### config.mk
export PLATFORM = sky130hd
export DESIGN_NAME = wcc_compare
export DESIGN_NICKNAME = d
export VERILOG_FILES = /design/src/sv/wcc_pkg.sv /design/src/sv/wcc_compare.sv
export SDC_FILE = /design/constraint.sdc
export NUM_CORES = 1
export LEC_CHECK = 0
export CAP_MARGIN = 20
export CORE_MARGIN = 5
export CORE_UTILIZATION = 40
export CTS_BUF_LIST = sky130_fd_sc_hd__clkbuf_4 sky130_fd_sc_hd__clkbuf_8
export CTS_CLUSTER_SIZE = 14
export DETAILED_ROUTE_END_ITERATION = 10
export DONT_BUFFER_PORTS = 1
export PLACE_DENSITY_LB_ADDON = 0.1
export SLEW_MARGIN = 20
export SYNTH_ARGS = -nofsm -noshare
export SYNTH_HDL_FRONTEND = slang
export SYNTH_SLANG_ARGS = --single-unit
export TNS_END_PERCENT = 1
### constraint.sdc
create_clock -name clk -period 3.2 [get_ports clk]
set_input_delay 0.32 -clock clk [delete_from_list [all_inputs] [get_ports clk]]
set_output_delay 0.32 -clock clk [all_outputs]
set_load 0.005 [all_outputs]
### src/sv/wcc_pkg.sv
`timescale 1ns / 1ps

package wcc_pkg;

  localparam int CoordW = 32;
  localparam int DiffW  = CoordW + 1;
  localparam int AxisW  = 18;
  localparam int LenW   = 31;
  localparam int TanW   = 24;
  localparam int IdxW   = 24;
  localparam int FracW  = 16;
  localparam int ProdW  = DiffW + AxisW;
  localparam int DotW   = ProdW + 2;
  localparam int QW     = LenW;
  localparam int QaW    = QW + 1 + AxisW;
  localparam int PerpW  = DiffW + FracW + 2;
  localparam int MagW   = PerpW - 1;
  localparam int RadW   = QW + TanW;
  localparam int HalfW  = 28;
  localparam int SqInW  = 2 * HalfW;
  localparam int SqW    = 2 * SqInW;
  localparam int DistW  = SqW + 2;
  localparam int CfgW   = 32;
  localparam int CfgIdxW = 3;

  typedef enum logic [CfgIdxW-1:0] {
    REG_ORIGIN_X    = 3'd0,
    REG_ORIGIN_Y    = 3'd1,
    REG_ORIGIN_Z    = 3'd2,
    REG_AXIS_X      = 3'd3,
    REG_AXIS_Y      = 3'd4,
    REG_AXIS_Z      = 3'd5,
    REG_CONE_LENGTH = 3'd6,
    REG_TAN_HALF    = 3'd7
  } cfg_reg_t;

  typedef struct packed {
    logic            valid;
    logic [IdxW-1:0] index;
    logic            inrange;
  } tag_t;

  typedef struct packed {
    tag_t                       tag;
    logic [2:0][DiffW-1:0]      d;
    logic [QW-1:0]              q;
  } axial_t;

  typedef struct packed {
    tag_t                       tag;
    logic [2:0][MagW-1:0]       mag;
    logic [RadW-1:0]            rad;
  } radial_t;

endpackage

### src/sv/wcc_compare.sv
`timescale 1ns / 1ps

module wcc_compare (
  input  logic                             clk,
  input  logic                             rst_n,
  input  logic                             en,
  input  wcc_pkg::tag_t                    tag,
  input  logic [2:0][wcc_pkg::SqW-1:0]     perp_sq,
  input  logic [wcc_pkg::SqW-1:0]          rad_sq,
  output logic                             out_valid,
  output logic [wcc_pkg::IdxW-1:0]         out_index,
  output logic                             out_refine
);

  wcc_pkg::tag_t                  tag_r;
  logic [wcc_pkg::DistW-1:0]      dist_r;
  logic [wcc_pkg::DistW-1:0]      dist_nxt;
  logic [wcc_pkg::SqW-1:0]        rad_r;
  logic                           valid_r;
  logic [wcc_pkg::IdxW-1:0]       index_r;
  logic                           refine_r;
  logic                           refine_nxt;

  always_comb begin
    dist_nxt = wcc_pkg::DistW'(perp_sq[0]) + wcc_pkg::DistW'(perp_sq[1])
             + wcc_pkg::DistW'(perp_sq[2]);
    refine_nxt = tag_r.inrange && (dist_r <= wcc_pkg::DistW'(rad_r));
  end

  always_ff @(posedge clk) begin
    if (!rst_n) begin
      tag_r.valid <= 1'b0;
      valid_r     <= 1'b0;
    end else if (en) begin
      tag_r.valid <= tag.valid;
      valid_r     <= tag_r.valid;
    end
  end

  always_ff @(posedge clk) begin
    if (en) begin
      tag_r.index   <= tag.index;
      tag_r.inrange <= tag.inrange;
      dist_r        <= dist_nxt;
      rad_r         <= rad_sq;
      index_r       <= tag_r.index;
      refine_r      <= refine_nxt;
    end
  end

  assign out_valid  = valid_r;
  assign out_index  = index_r;
  assign out_refine = refine_r;

endmodule

## Yosys cells after proc, flatten, opt, wreduce, memory -nomap -nowiden

Cells that the tools add are included.
Widths: inputs -> output; s select.

| storage, ports and cells | value |
|---|---|
| bits in registers | 278 |
| output and inout bits | 26 |
| logic and storage cells | 12 |

| operators by class | value |
|---|---|
| $add $sub $neg | 2 |
| order comparisons | 1 |
| reductions and logical operators | 1 |

Operators by type and width:

| operator | count |
|---|---|
| $add 113x112->114 | 1 |
| $le 114x112->1 | 1 |
| $add 112x112->113 | 1 |
| $logic_and 1x1->1 | 1 |

## Longest topological paths before layout

Gate-level depths: netlist of the first run.

| logic depth | value |
|---|---|
| word-level depth | 2 |
| mapped depth | 15 |

## Least setup slack after synthesis of the first run

No wires, ideal clock.

| timing | value |
|---|---|
| kind | input-to-reg |
| start | input port perp_sq[1] (netlist name) |
| end | register dist_r[107] (netlist name) (data pin) |
| arrival time | 3,256 ps |
| data required time | 2,939 ps |
| setup slack | -317 ps |
| stages on the path | 12 |
| path through | fa_1 ha_1 fa_1 a211oi_2 o211ai_2 a21boi_2 o41ai_4 a2111oi_2 nor3_1 o21ai_1 o211ai_2 o311a_1 |

| on the way | value |
|---|---|
| word-level cells in the longest chain between the ends | 2 |

Ends and longest elaborated chain:

| what | line | RTL |
|---|---|---|
| start: declaration | wcc_compare.sv:8 | `input logic [2:0][wcc_pkg::SqW-1:0] perp_sq,` |
| $add 112x112->113 | wcc_compare.sv:25 | `dist_nxt = wcc_pkg::DistW'(perp_sq[0]) + wcc_pkg::DistW'(perp_sq[1])` |
| $add 113x112->114 | wcc_compare.sv:26 | `+ wcc_pkg::DistW'(perp_sq[2]);` |
| named net dist_nxt, one bit | wcc_compare.sv:17 | `logic [wcc_pkg::DistW-1:0] dist_nxt;` |
| end signal: assignment | wcc_compare.sv:44 | `dist_r <= dist_nxt;` |
| end: declaration | wcc_compare.sv:16 | `logic [wcc_pkg::DistW-1:0] dist_r;` |

The timed path passes the listed nets, and every way through them passes these cells.
A chain may end at the register's enable or synchronous reset.

## Final worst setup path of the first run

Ends and elaborated chain as after synthesis.

==> flow_metrics.tcl, run 1 <==
set metrics [dict create \
    grt_pass1_wl_um 103000 \
    synth-simple-area-share_pct 10.4 \
    whs_ns -0.0909 \
    path_max_fanout 4 \
    synth_compound_area_share_pct 17.4 \
    status "finished with violations" \
    max-vdd-ir-drop_mv 0.567 \
    rsz0062_at_grt "yes" \
    layout_min_cycle_time_ns 3.09 \
    internal_power_w 0.0107 \
    place_congestion 0.907 \
    finalHoldViolations 7 \
    busiest_layer "met2" \
    crit_required_ns 3.60 \
    setup_viol 0 \
    cts_tree "done" \
    ys_seq_elements 278 \
    grtUsageMet2_pct 40.1 \
    regToRegEndpoint "out_refine" \
    port_buffers 0 \
    die-area_mm2 0.0570 \
    synth.distinct_cells 74 \
    seq_area_frac_synth_pct 39.8 \
    grt_max_degree 279 \
    num_rows 83 \
    final_cell_mix "415 x buf_4, 276 x edfxtp_1, 222 x ha_1" \
    stdcell_area_mm2 0.0274 \
    pin_count 503 \
    holdCritStartpoint "en" \
    use_met1_pct 30.5 \
    final_nets 3316 \
    wl_per_cell_um 20.9 \
    synth_xor_area_share_pct 4.40 \
    worstPathArrival_ns 3.49 \
    synthAdderAreaFrac_pct 24.2 \
    dieHeight_um 239 \
    wl_um 67500 \
    finClkSkew_ns 0.0112 \
    cts-root-buf "clkbuf_8" \
    nFillCells 4662 \
    relSlewSlack_pct 55.6 \
    antenna_found_initial 1 \
    avgSynthCellArea_um2 10.8 \
    cp-startpoint "perp_sq[1]" \
    remaining_drc_errors 0 \
    violations "hold timing" \
    final_antenna_net_count 0 \
    numCtsBuffers 55 \
    via_per_inst 5.24 \
    synth_top_family_by_area "adder cells" \
    switching_share_pct 34.5 \
    p_seq_share_pct 31.4 \
    grt_remaining_overflow 0 \
    final_common_cell "buf_4" \
    syn_nets 2749 \
    synth_area_mm2 0.0209 \
    fin_tns_setup_ns 0 \
    yosys_warnings 0 \
    worstMarginPinSlew_ns 0.658 \
    rr_startpoint "dist_r[3]" \
    ff2ff_setup_slack_ns 0.19 \
    critPathKind "input pin to flop" \
    hold_path.class "input pin to flop" \
    p_per_area_mw_per_mm2 598 \
    ys_async_sr_fraction_pct 0 \
    h-tree-depth 2 \
    clockBufferDepth 3 \
    maxCapViolCount 0 \
    core_area_mm2 0.0516 \
    synth.top_cells.by_area "edfxtp_1 40%, ha_1 13%, fa_1 11%" \
    p_clk_share_pct 24.6 \
    p_leak_nw 11.9 \
    syn_inst 1936 \
    ys.flop_type "edfxtp_1" \
    first_global_vias 18491 \
    start_util_pct 40.5 \
    drv_slew 0 \
    worstSetupStartpointType "input pin" \
    worstSkewPairLatency_ns 0.64 \
    dpl-instance-area_mm2 0.0247 \
    met3_usage_pct 2.96 \
    path_clk_slew_ns 0.06 \
    dp_hpwl_um 55600 \
    synthMuxAreaShare_pct 0.245 \
    p_comb_share_pct 44.0 \
    grtUsageTotal_pct 22.9 \
    initialDrtViolationCount 1067 \
    yosysTopAreaCell "edfxtp_1" \
    drive_gt1_share_pct 21.7 \
    first_pass_iters 5 \
    timing.fmax_ghz 0.324 \
    worstSetupEndpoint "dist_r[107]" \
    switchingPower_w 0.00566 \
    period_share_pct 96.5 \
    vias 16929 \
    die_x_um 239 \
    synth-edff-count 276 \
    r2r.worst_path.cells 13 \
    crit_path_end_kind "flop" \
    synth_top_area_share_pct 39.6 \
    syn2layout_area_growth_pct 31.1 \
    cts_sinks 278 \
]
[stage by stage]
| step | total power, W | std cells | utilization (%) | hold WS (ns) | setup slack, ns |
|---|---|---|---|---|---|
| floorplan | 0.00900 | 1936 | - | 0.400 | -0.248 |
| finish | 0.0164 | 3229 | 53.1 | -0.0909 | 0.111 |
| global route | 0.0175 | 3225 | 53.1 | -0.184 | -0.0767 |
| detailed placement | 0.0122 | 2984 | 47.9 | 0.405 | -0.748 |
| global placement | 0.0121 | 2984 | 47.9 | 0.400 | -0.770 |
| CTS | 0.0165 | 3223 | 53.0 | -0.268 | 0.00209 |
[power by group through the flow]
stage | sequential, W | clock (W) | combinational [W]
4_1_cts | 0.00515 | 0.00418 | 0.00717
2_1_floorplan | 0.00509 | 0 | 0.00391
3_5_place_dp | 0.00522 | 0 | 0.00695
6_report | 0.00514 | 0.00404 | 0.00721
5_1_grt | 0.00520 | 0.00431 | 0.00801
3_3_place_gp | 0.00522 | 0 | 0.00690
[layout make-up]
| cell class | count | area (µm²) | area share (%) |
|---|---|---|---|
| timing repair buffer | 557 | 4550 | 16.6 |
| inverter | 150 | 563 | 2.05 |
| tap | 680 | 851 | 3.10 |
| antenna | 5 | 12.5 | 0.0456 |
| sequential | 278 | 8330 | 30.4 |
| clock buffer | 69 | 862 | 3.14 |
| multi-input combinational | 1461 | 11900 | 43.4 |
| clock inverter | 29 | 342 | 1.25 |
[flip-flops by register name (all words and copies together), names as in the netlist]
name	flops
out_refine	1
dist_r	114
out_index	24
rad_r	112
tag_r	26
out_valid	1
[worst max-delay path: stages]
cell	delay [ns]
fa_1	0.47
ha_2	0.21
fa_2	0.40
a211oi_2	0.29
o211ai_2	0.15
a21boi_2	0.23
o41ai_4	0.12
a2111oi_4	0.34
buf_4	0.19
nor3_2	0.05
o21ai_1	0.17
o211ai_2	0.18
o311a_1	0.35
[cells by family (layout without fill, tap and decap cells)]
group,count (synthesis),count (layout)
compound gates,560,560
xor+xnor,105,105
fa+ha+maj,336,336
buf+inv,197,805
flops,278,278
mux,5,5
other cells,0,5
simple gates,455,455
[worst min-delay path by stage]
stage / end / slack (ns) / cells past startpoint
after floorplan: out_index[0] / 0.40 / 0
after global placement: out_index[16] / 0.40 / 0
after detailed placement: out_index[10] / 0.40 / 0
after CTS: dist_r[63] / -0.27 / 0
after global routing: dist_r[30] / -0.18 / 0
final: dist_r[32] / -0.09 / 0
[what timing repair did]
item                                    4_1_cts  5_1_grt
pin swaps                                     0        1
gates resized for setup                       3        9
buffers inserted                              0        0
hold buffers                                141        1
endpoints found under the hold margin       416      117
endpoints found under the setup margin        3       19
[routing by layer]
metal / routed length (µm) / vias to the layer above
li1: - / 8293
met1: 29700 / 8080
met2: 33500 / 482
met3: 2980 / 74
met4: 1320 / 0
met5: 0 / -
[Yosys cell counts (all sizes together) (25+ instances only)]
| cell type | instances |
|---|---|
| nor3 | 28 |
| o21ai | 113 |
| a21o | 94 |
| nand2 | 128 |
| nor2 | 125 |
| edfxtp | 276 |
| o21bai | 27 |
| nand3 | 28 |
| a21oi | 201 |
| xor2 | 48 |
| xnor2 | 57 |
| nand4 | 78 |
| inv | 150 |
| ha | 223 |
| clkbuf | 25 |
| fa | 113 |
No activity file was read; power rests on OpenSTA's default activity.
==> inputs of run 2 (changes only) <==
--- a/config.mk
+++ b/config.mk
@@ -8,7 +8,7 @@
 export CAP_MARGIN = 20
 export CORE_MARGIN = 5
 export CORE_UTILIZATION = 40
-export CTS_BUF_LIST = sky130_fd_sc_hd__clkbuf_4 sky130_fd_sc_hd__clkbuf_8
+export CTS_BUF_LIST = sky130_fd_sc_hd__clkbuf_4
 export CTS_CLUSTER_SIZE = 14
 export DETAILED_ROUTE_END_ITERATION = 10
 export DONT_BUFFER_PORTS = 1
==> run 2 against run 1 <==
  * The run still ends with hold timing left
  * Flip-flop and latch count did not move
  * Worst setup slack improved by 0.0047 ns
  * Sequential share of layout area rose by 0.053 points
  * Cell area fell by 0.17%
  * Sequential power barely moved
  * Global-route usage rose by 0.33 points
  * Critical path type unchanged
  * Critical endpoint is now dist_r[111]
  * Largest power group unchanged
==> flow_metrics.tcl, run 2 (synthesis gave the netlist of run 1 again) <==
set metrics [dict create \
    worstSkewPairLatency_ns 0.81 \
    crit_required_ns 3.72 \
    grt_max_degree 279 \
    p_comb_share_pct 45.4 \
    grtUsageTotal_pct 23.3 \
    h-tree-depth 3 \
    drive_gt1_share_pct 22.6 \
    dp_hpwl_um 55600 \
    switching_share_pct 35.7 \
    finalHoldViolations 63 \
    num_rows 83 \
    p_per_area_mw_per_mm2 578 \
    worstMarginPinSlew_ns 1.16 \
    relSlewSlack_pct 22.6 \
    port_buffers 0 \
    status "finished with violations" \
    whs_ns -0.331 \
    nFillCells 4699 \
    violations "hold timing" \
    crit_chain "fa_1 -> ha_1 -> nand2_1 -> o21ai_0 -> a21oi_1 -> o21ai_0 -> buf_4 -> a2111oi_4 -> buf_4 -> nor2_2 -> a21oi_2 -> o31ai_2 -> a21oi_1 -> xnor2_1" \
    dieHeight_um 239 \
    largest_reg_flops 114 \
    max-vdd-ir-drop_mv 0.239 \
    antenna_found_initial 1 \
    post_cts_buffers 0 \
    critPathKind "input pin to flop" \
    cts_sinks 278 \
    grt_remaining_overflow 0 \
    worstSetupStartpointType "input pin" \
    final_cell_mix "415 x buf_4, 276 x edfxtp_1, 222 x ha_1" \
    grt_pass1_wl_um 104000 \
    drv_slew 0 \
    cts_hold_buffers 160 \
    via_per_inst 5.21 \
    cts_tree "done" \
    wl_per_cell_um 20.5 \
    final_antenna_net_count 0 \
    pin_count 503 \
    largest_registers "dist_r x114, rad_r x112, tag_r x26" \
    die-area_mm2 0.0570 \
    regMostFlops "dist_r" \
    power_w 0.0158 \
    layout_min_cycle_time_ns 3.08 \
    crit_path_top_delay_cell "fa_1" \
    syn2layout_area_growth_pct 30.9 \
    slowest_delay_ns 0.48 \
    hold_path.class "input pin to flop" \
    cts-root-buf "clkbuf_4" \
    setup_viol 0 \
    remaining_drc_errors 0 \
    p_clk_share_pct 22.1 \
    p_seq_share_pct 32.5 \
    first_pass_iters 5 \
    p_leak_nw 12.0 \
    path_clk_slew_ns 0.06 \
    timing.fmax_ghz 0.324 \
    start_util_pct 40.5 \
    finClkSkew_ns 0.0367 \
    vias 17137 \
    final_nets 3361 \
    numCtsBuffers 82 \
    clockBufferDepth 3 \
    die_x_um 239 \
    place_congestion 0.907 \
    wl_um 67600 \
    switchingPower_w 0.00564 \
    maxCapViolCount 0 \
    path_max_fanout 5 \
    first_global_vias 18730 \
    crit_path_end_kind "flop" \
    period_share_pct 96.4 \
    internal_power_w 0.0102 \
    rsz0062_at_grt "no" \
    core_area_mm2 0.0516 \
    final_common_cell "buf_4" \
    worstPathArrival_ns 3.61 \
    initialDrtViolationCount 951 \
]
==> run 2: layout make-up <==
| class | instances | area [µm²] | area share [%] |
|---|---|---|---|
| multi-input cells | 1461 | 11900 | 43.4 |
| inverters | 150 | 563 | 2.06 |
| well taps | 680 | 851 | 3.11 |
| diodes | 4 | 10.0 | 0.0366 |
| flip-flops and latches | 278 | 8330 | 30.4 |
| clock buffers | 118 | 886 | 3.24 |
| repair buffers | 575 | 4720 | 17.2 |
| clock inverters | 24 | 150 | 0.548 |
==> run 2: critical path: cells and delay by family <==
| family | cells | cell delay (ns) |
|---|---|---|
| and+or+nand+nor | 2 | 0.41 |
| adders and majority gates | 2 | 0.85 |
| buffers and inverters | 2 | 0.37 |
| xor gates and xnor gates | 1 | 0.15 |
| AOI/OAI and AO/OA | 7 | 1.51 |
==> run 2: repair_timing <==
item / 4_1_cts / 5_1_grt
setup endpoints to repair: 1 / 1
gates resized for setup: 2 / 3
hold endpoints to repair: 419 / 276
pin swaps: 0 / 2
==> run 2: worst paths after layout <==
check / startpoint / to / slack, ns / cells after the start
setup / recovery: perp_sq[30] / dist_r[111] / 0.12 / 14
hold / removal: en / rad_r[63] / -0.33 / 0
setup reg to reg: dist_r[16] / out_refine / 0.25 / 13
hold reg to reg: tag_r[24] / out_index[23] / 0.41 / 0
==> run 2: per-stage QoR <==
step | TNS (ns) | setup WS, ns | cells | area (µm²) | util, %
after floorplan | -2.46 | -0.248 | 1936 | 20900 | -
after global placement | -27.98 | -0.770 | 2984 | 24700 | 47.9
after detailed placement | -29.10 | -0.748 | 2984 | 24700 | 47.9
after CTS | 0 | 0.0312 | 3286 | 27400 | 53.0
after global routing | 0 | 0.000427 | 3287 | 27400 | 53.0
final | 0 | 0.115 | 3290 | 27400 | 53.0
==> run 2: layer usage <==
| metal | vias up | track usage [%] | wire [µm] |
|---|---|---|---|
| li1 | 8421 | - | - |
| met5 | - | 0 | 0 |
| met2 | 500 | 40.1 | 33500 |
| met1 | 8132 | 30.5 | 29500 |
| met3 | 84 | 3.99 | 3220 |
| met4 | 0 | 5.95 | 1370 |
==> run 2: power groups by stage <==
stage / registers, W / clock network, W / logic [W]
after floorplan: 0.00509 / 0 / 0.00391
after global placement: 0.00522 / 0 / 0.00690
after detailed placement: 0.00522 / 0 / 0.00695
after CTS: 0.00515 / 0.00366 / 0.00718
after global routing: 0.00520 / 0.00384 / 0.00797
final: 0.00514 / 0.00350 / 0.00718
==> inputs of run 3 (changes only) <==
--- a/config.mk
+++ b/config.mk
@@ -6,12 +6,14 @@
 export NUM_CORES = 1
 export LEC_CHECK = 0
 export CAP_MARGIN = 20
+export CORE_ASPECT_RATIO = 0.7
 export CORE_MARGIN = 5
 export CORE_UTILIZATION = 40
 export CTS_BUF_LIST = sky130_fd_sc_hd__clkbuf_4
 export CTS_CLUSTER_SIZE = 14
 export DETAILED_ROUTE_END_ITERATION = 10
 export DONT_BUFFER_PORTS = 1
+export HOLD_SLACK_MARGIN = 0.1
 export PLACE_DENSITY_LB_ADDON = 0.1
 export SLEW_MARGIN = 20
 export SYNTH_ARGS = -nofsm -noshare
==> run 3 against run 2 <==
  * The flow still finishes with violations (hold timing)
  * Die area grew 0.13%
  * Non-clock buffer count up 152
  * Power grew 1.7%
  * Routed wire length is 5.8% higher
  * Clock skew increased by 0.022 ns
  * Critical path type unchanged
==> flow_metrics.tcl, run 3 (synthesis gave the netlist of run 1 again) <==
set metrics [dict create \
    regMostFlops "dist_r" \
    max-vdd-ir-drop_mv 0.239 \
    vias 18106 \
    setup_viol 0 \
    post_cts_buffers 0 \
    wl_per_cell_um 20.8 \
    rsz0062_at_grt "yes" \
    wl_um 71500 \
    num_rows 70 \
    crit_family "compound AO/OA/AOI/OAI gates" \
    hold_path.class "input pin to flop" \
    crit_path_top_delay_cell "dlygate4sd3_1" \
    slowest_delay_ns 0.57 \
    place_congestion 0.906 \
    pin_count 503 \
    whs_ns -0.340 \
    stdcell_area_mm2 0.0288 \
    nFillCells 4618 \
    status "finished with violations" \
    final_antenna_net_count 0 \
    final_common_cell "buf_4" \
    critPathKind "input pin to flop" \
    via_per_inst 5.25 \
    dieHeight_um 201 \
    drv_slew 0 \
    h-tree-depth 3 \
    dpl-instance-area_mm2 0.0249 \
    largest_reg_flops 114 \
    cts-root-buf "clkbuf_4" \
    relSlewSlack_pct 56.9 \
    syn2layout_area_growth_pct 37.8 \
    grt_remaining_overflow 0 \
    first_pass_iters 6 \
    layout_min_cycle_time_ns 3.18 \
    cts_tree "done" \
    antenna_found_initial 3 \
    path_buf_inv 2 \
    first_global_vias 19041 \
    final_nets 3509 \
    grt_max_degree 279 \
    worstPathArrival_ns 3.76 \
    grtUsageTotal_pct 24.5 \
    violations "hold timing" \
    remaining_drc_errors 0 \
    crit_chain "dlygate4sd3_1 -> fa_1 -> dlygate4sd3_1 -> ha_1 -> a21o_1 -> a21o_1 -> a21oi_1 -> nor2b_1 -> o21ai_0 -> nand2b_1 -> a221o_1 -> a21oi_1 -> xnor2_1" \
    grt_pass1_wl_um 109000 \
    worstSkewPairLatency_ns 0.84 \
    period_share_pct 99.5 \
    initialDrtViolationCount 1432 \
    worstSetupStartpointType "input pin" \
    worstMarginPinSlew_ns 0.647 \
    die-area_mm2 0.0570 \
    path_max_fanout 7 \
    numCtsBuffers 78 \
    p_leak_nw 12.6 \
    finalHoldViolations 181 \
    port_buffers 0 \
    drive_gt1_share_pct 21.9 \
    dp_hpwl_um 57000 \
    core_area_mm2 0.0520 \
    fin_tns_setup_ns 0 \
    largest_registers "dist_r x114, rad_r x112, tag_r x26" \
    finClkSkew_ns 0.0587 \
    die_x_um 283 \
    p_per_area_mw_per_mm2 558 \
    cts_sinks 278 \
    start_util_pct 40.2 \
    path_clk_slew_ns 0.06 \
    crit_path_end_kind "flop" \
    clockBufferDepth 3 \
    timing.fmax_ghz 0.314 \
    final_cell_mix "432 x buf_4, 294 x dlygate4sd3_1, 276 x edfxtp_1" \
    crit_required_ns 3.77 \
    maxCapViolCount 0 \
]
==> run 3: final timing paths <==
kind                                       to  cells past startpoint  slack [ns]         start
worst max-delay path              dist_r[111]                     13        0.02  perp_sq[330]
worst min-delay path                rad_r[40]                      0       -0.34            en
worst max register to register     out_refine                     13        0.09     dist_r[7]
worst min register to register  out_index[22]                      0        0.41     tag_r[23]
==> run 3: where the power goes <==
group | total, W | internal (W) | switching (W)
combinational | 0.00762 | 0.00370 | 0.00391
sequential | 0.00518 | 0.00489 | 0.000294
clock | 0.00329 | 0.00159 | 0.00170
total | 0.0161 | 0.0102 | 0.00591
==> run 3: metrics by stage <==
step	worst slack [ns]	power [W]	util, %	std cells
floorplan	-0.248	0.00900	-	1936
global placement	-0.928	0.0123	47.8	3006
detailed placement	-0.973	0.0123	47.8	3006
CTS	0.0126	0.0161	55.3	3442
global route	-0.124	0.0172	55.4	3446
finish	0.0170	0.0161	55.4	3446
==> run 3: final cells by class <==
| type | instances | area (µm²) | share of cell area [%] |
|---|---|---|---|
| well taps | 684 | 856 | 2.97 |
| repair buffers | 727 | 6210 | 21.5 |
| inverters | 150 | 563 | 1.95 |
| clock buffers | 108 | 811 | 2.81 |
| flip-flops and latches | 278 | 8330 | 28.9 |
| multi-input cells | 1461 | 11900 | 41.3 |
| clock inverters | 35 | 163 | 0.564 |
| diodes | 3 | 7.51 | 0.0260 |
==> run 3: repair_timing <==
| action | 4_1_cts | 5_1_grt |
|---|---|---|
| setup endpoints to repair | 3 | 15 |
| gates cloned | 0 | 0 |
| hold endpoints to repair | 437 | 277 |
| pin swaps | 1 | 0 |
| resized for setup | 5 | 6 |
| hold buffers | 293 | 1 |
==> run 3: layer usage <==
| layer | vias to the layer above | share of wire (%) | GRT usage [%] | wire length [µm] |
|---|---|---|---|---|
| met2 | 678 | 43 | 36.4 | 30500 |
| met5 | - | 0 | 0 | 0 |
| met1 | 8588 | 49 | 36.3 | 34800 |
| met3 | 100 | 6.6 | 5.54 | 4710 |
| li1 | 8740 | - | - | - |
| met4 | 0 | 2.1 | 6.27 | 1470 |
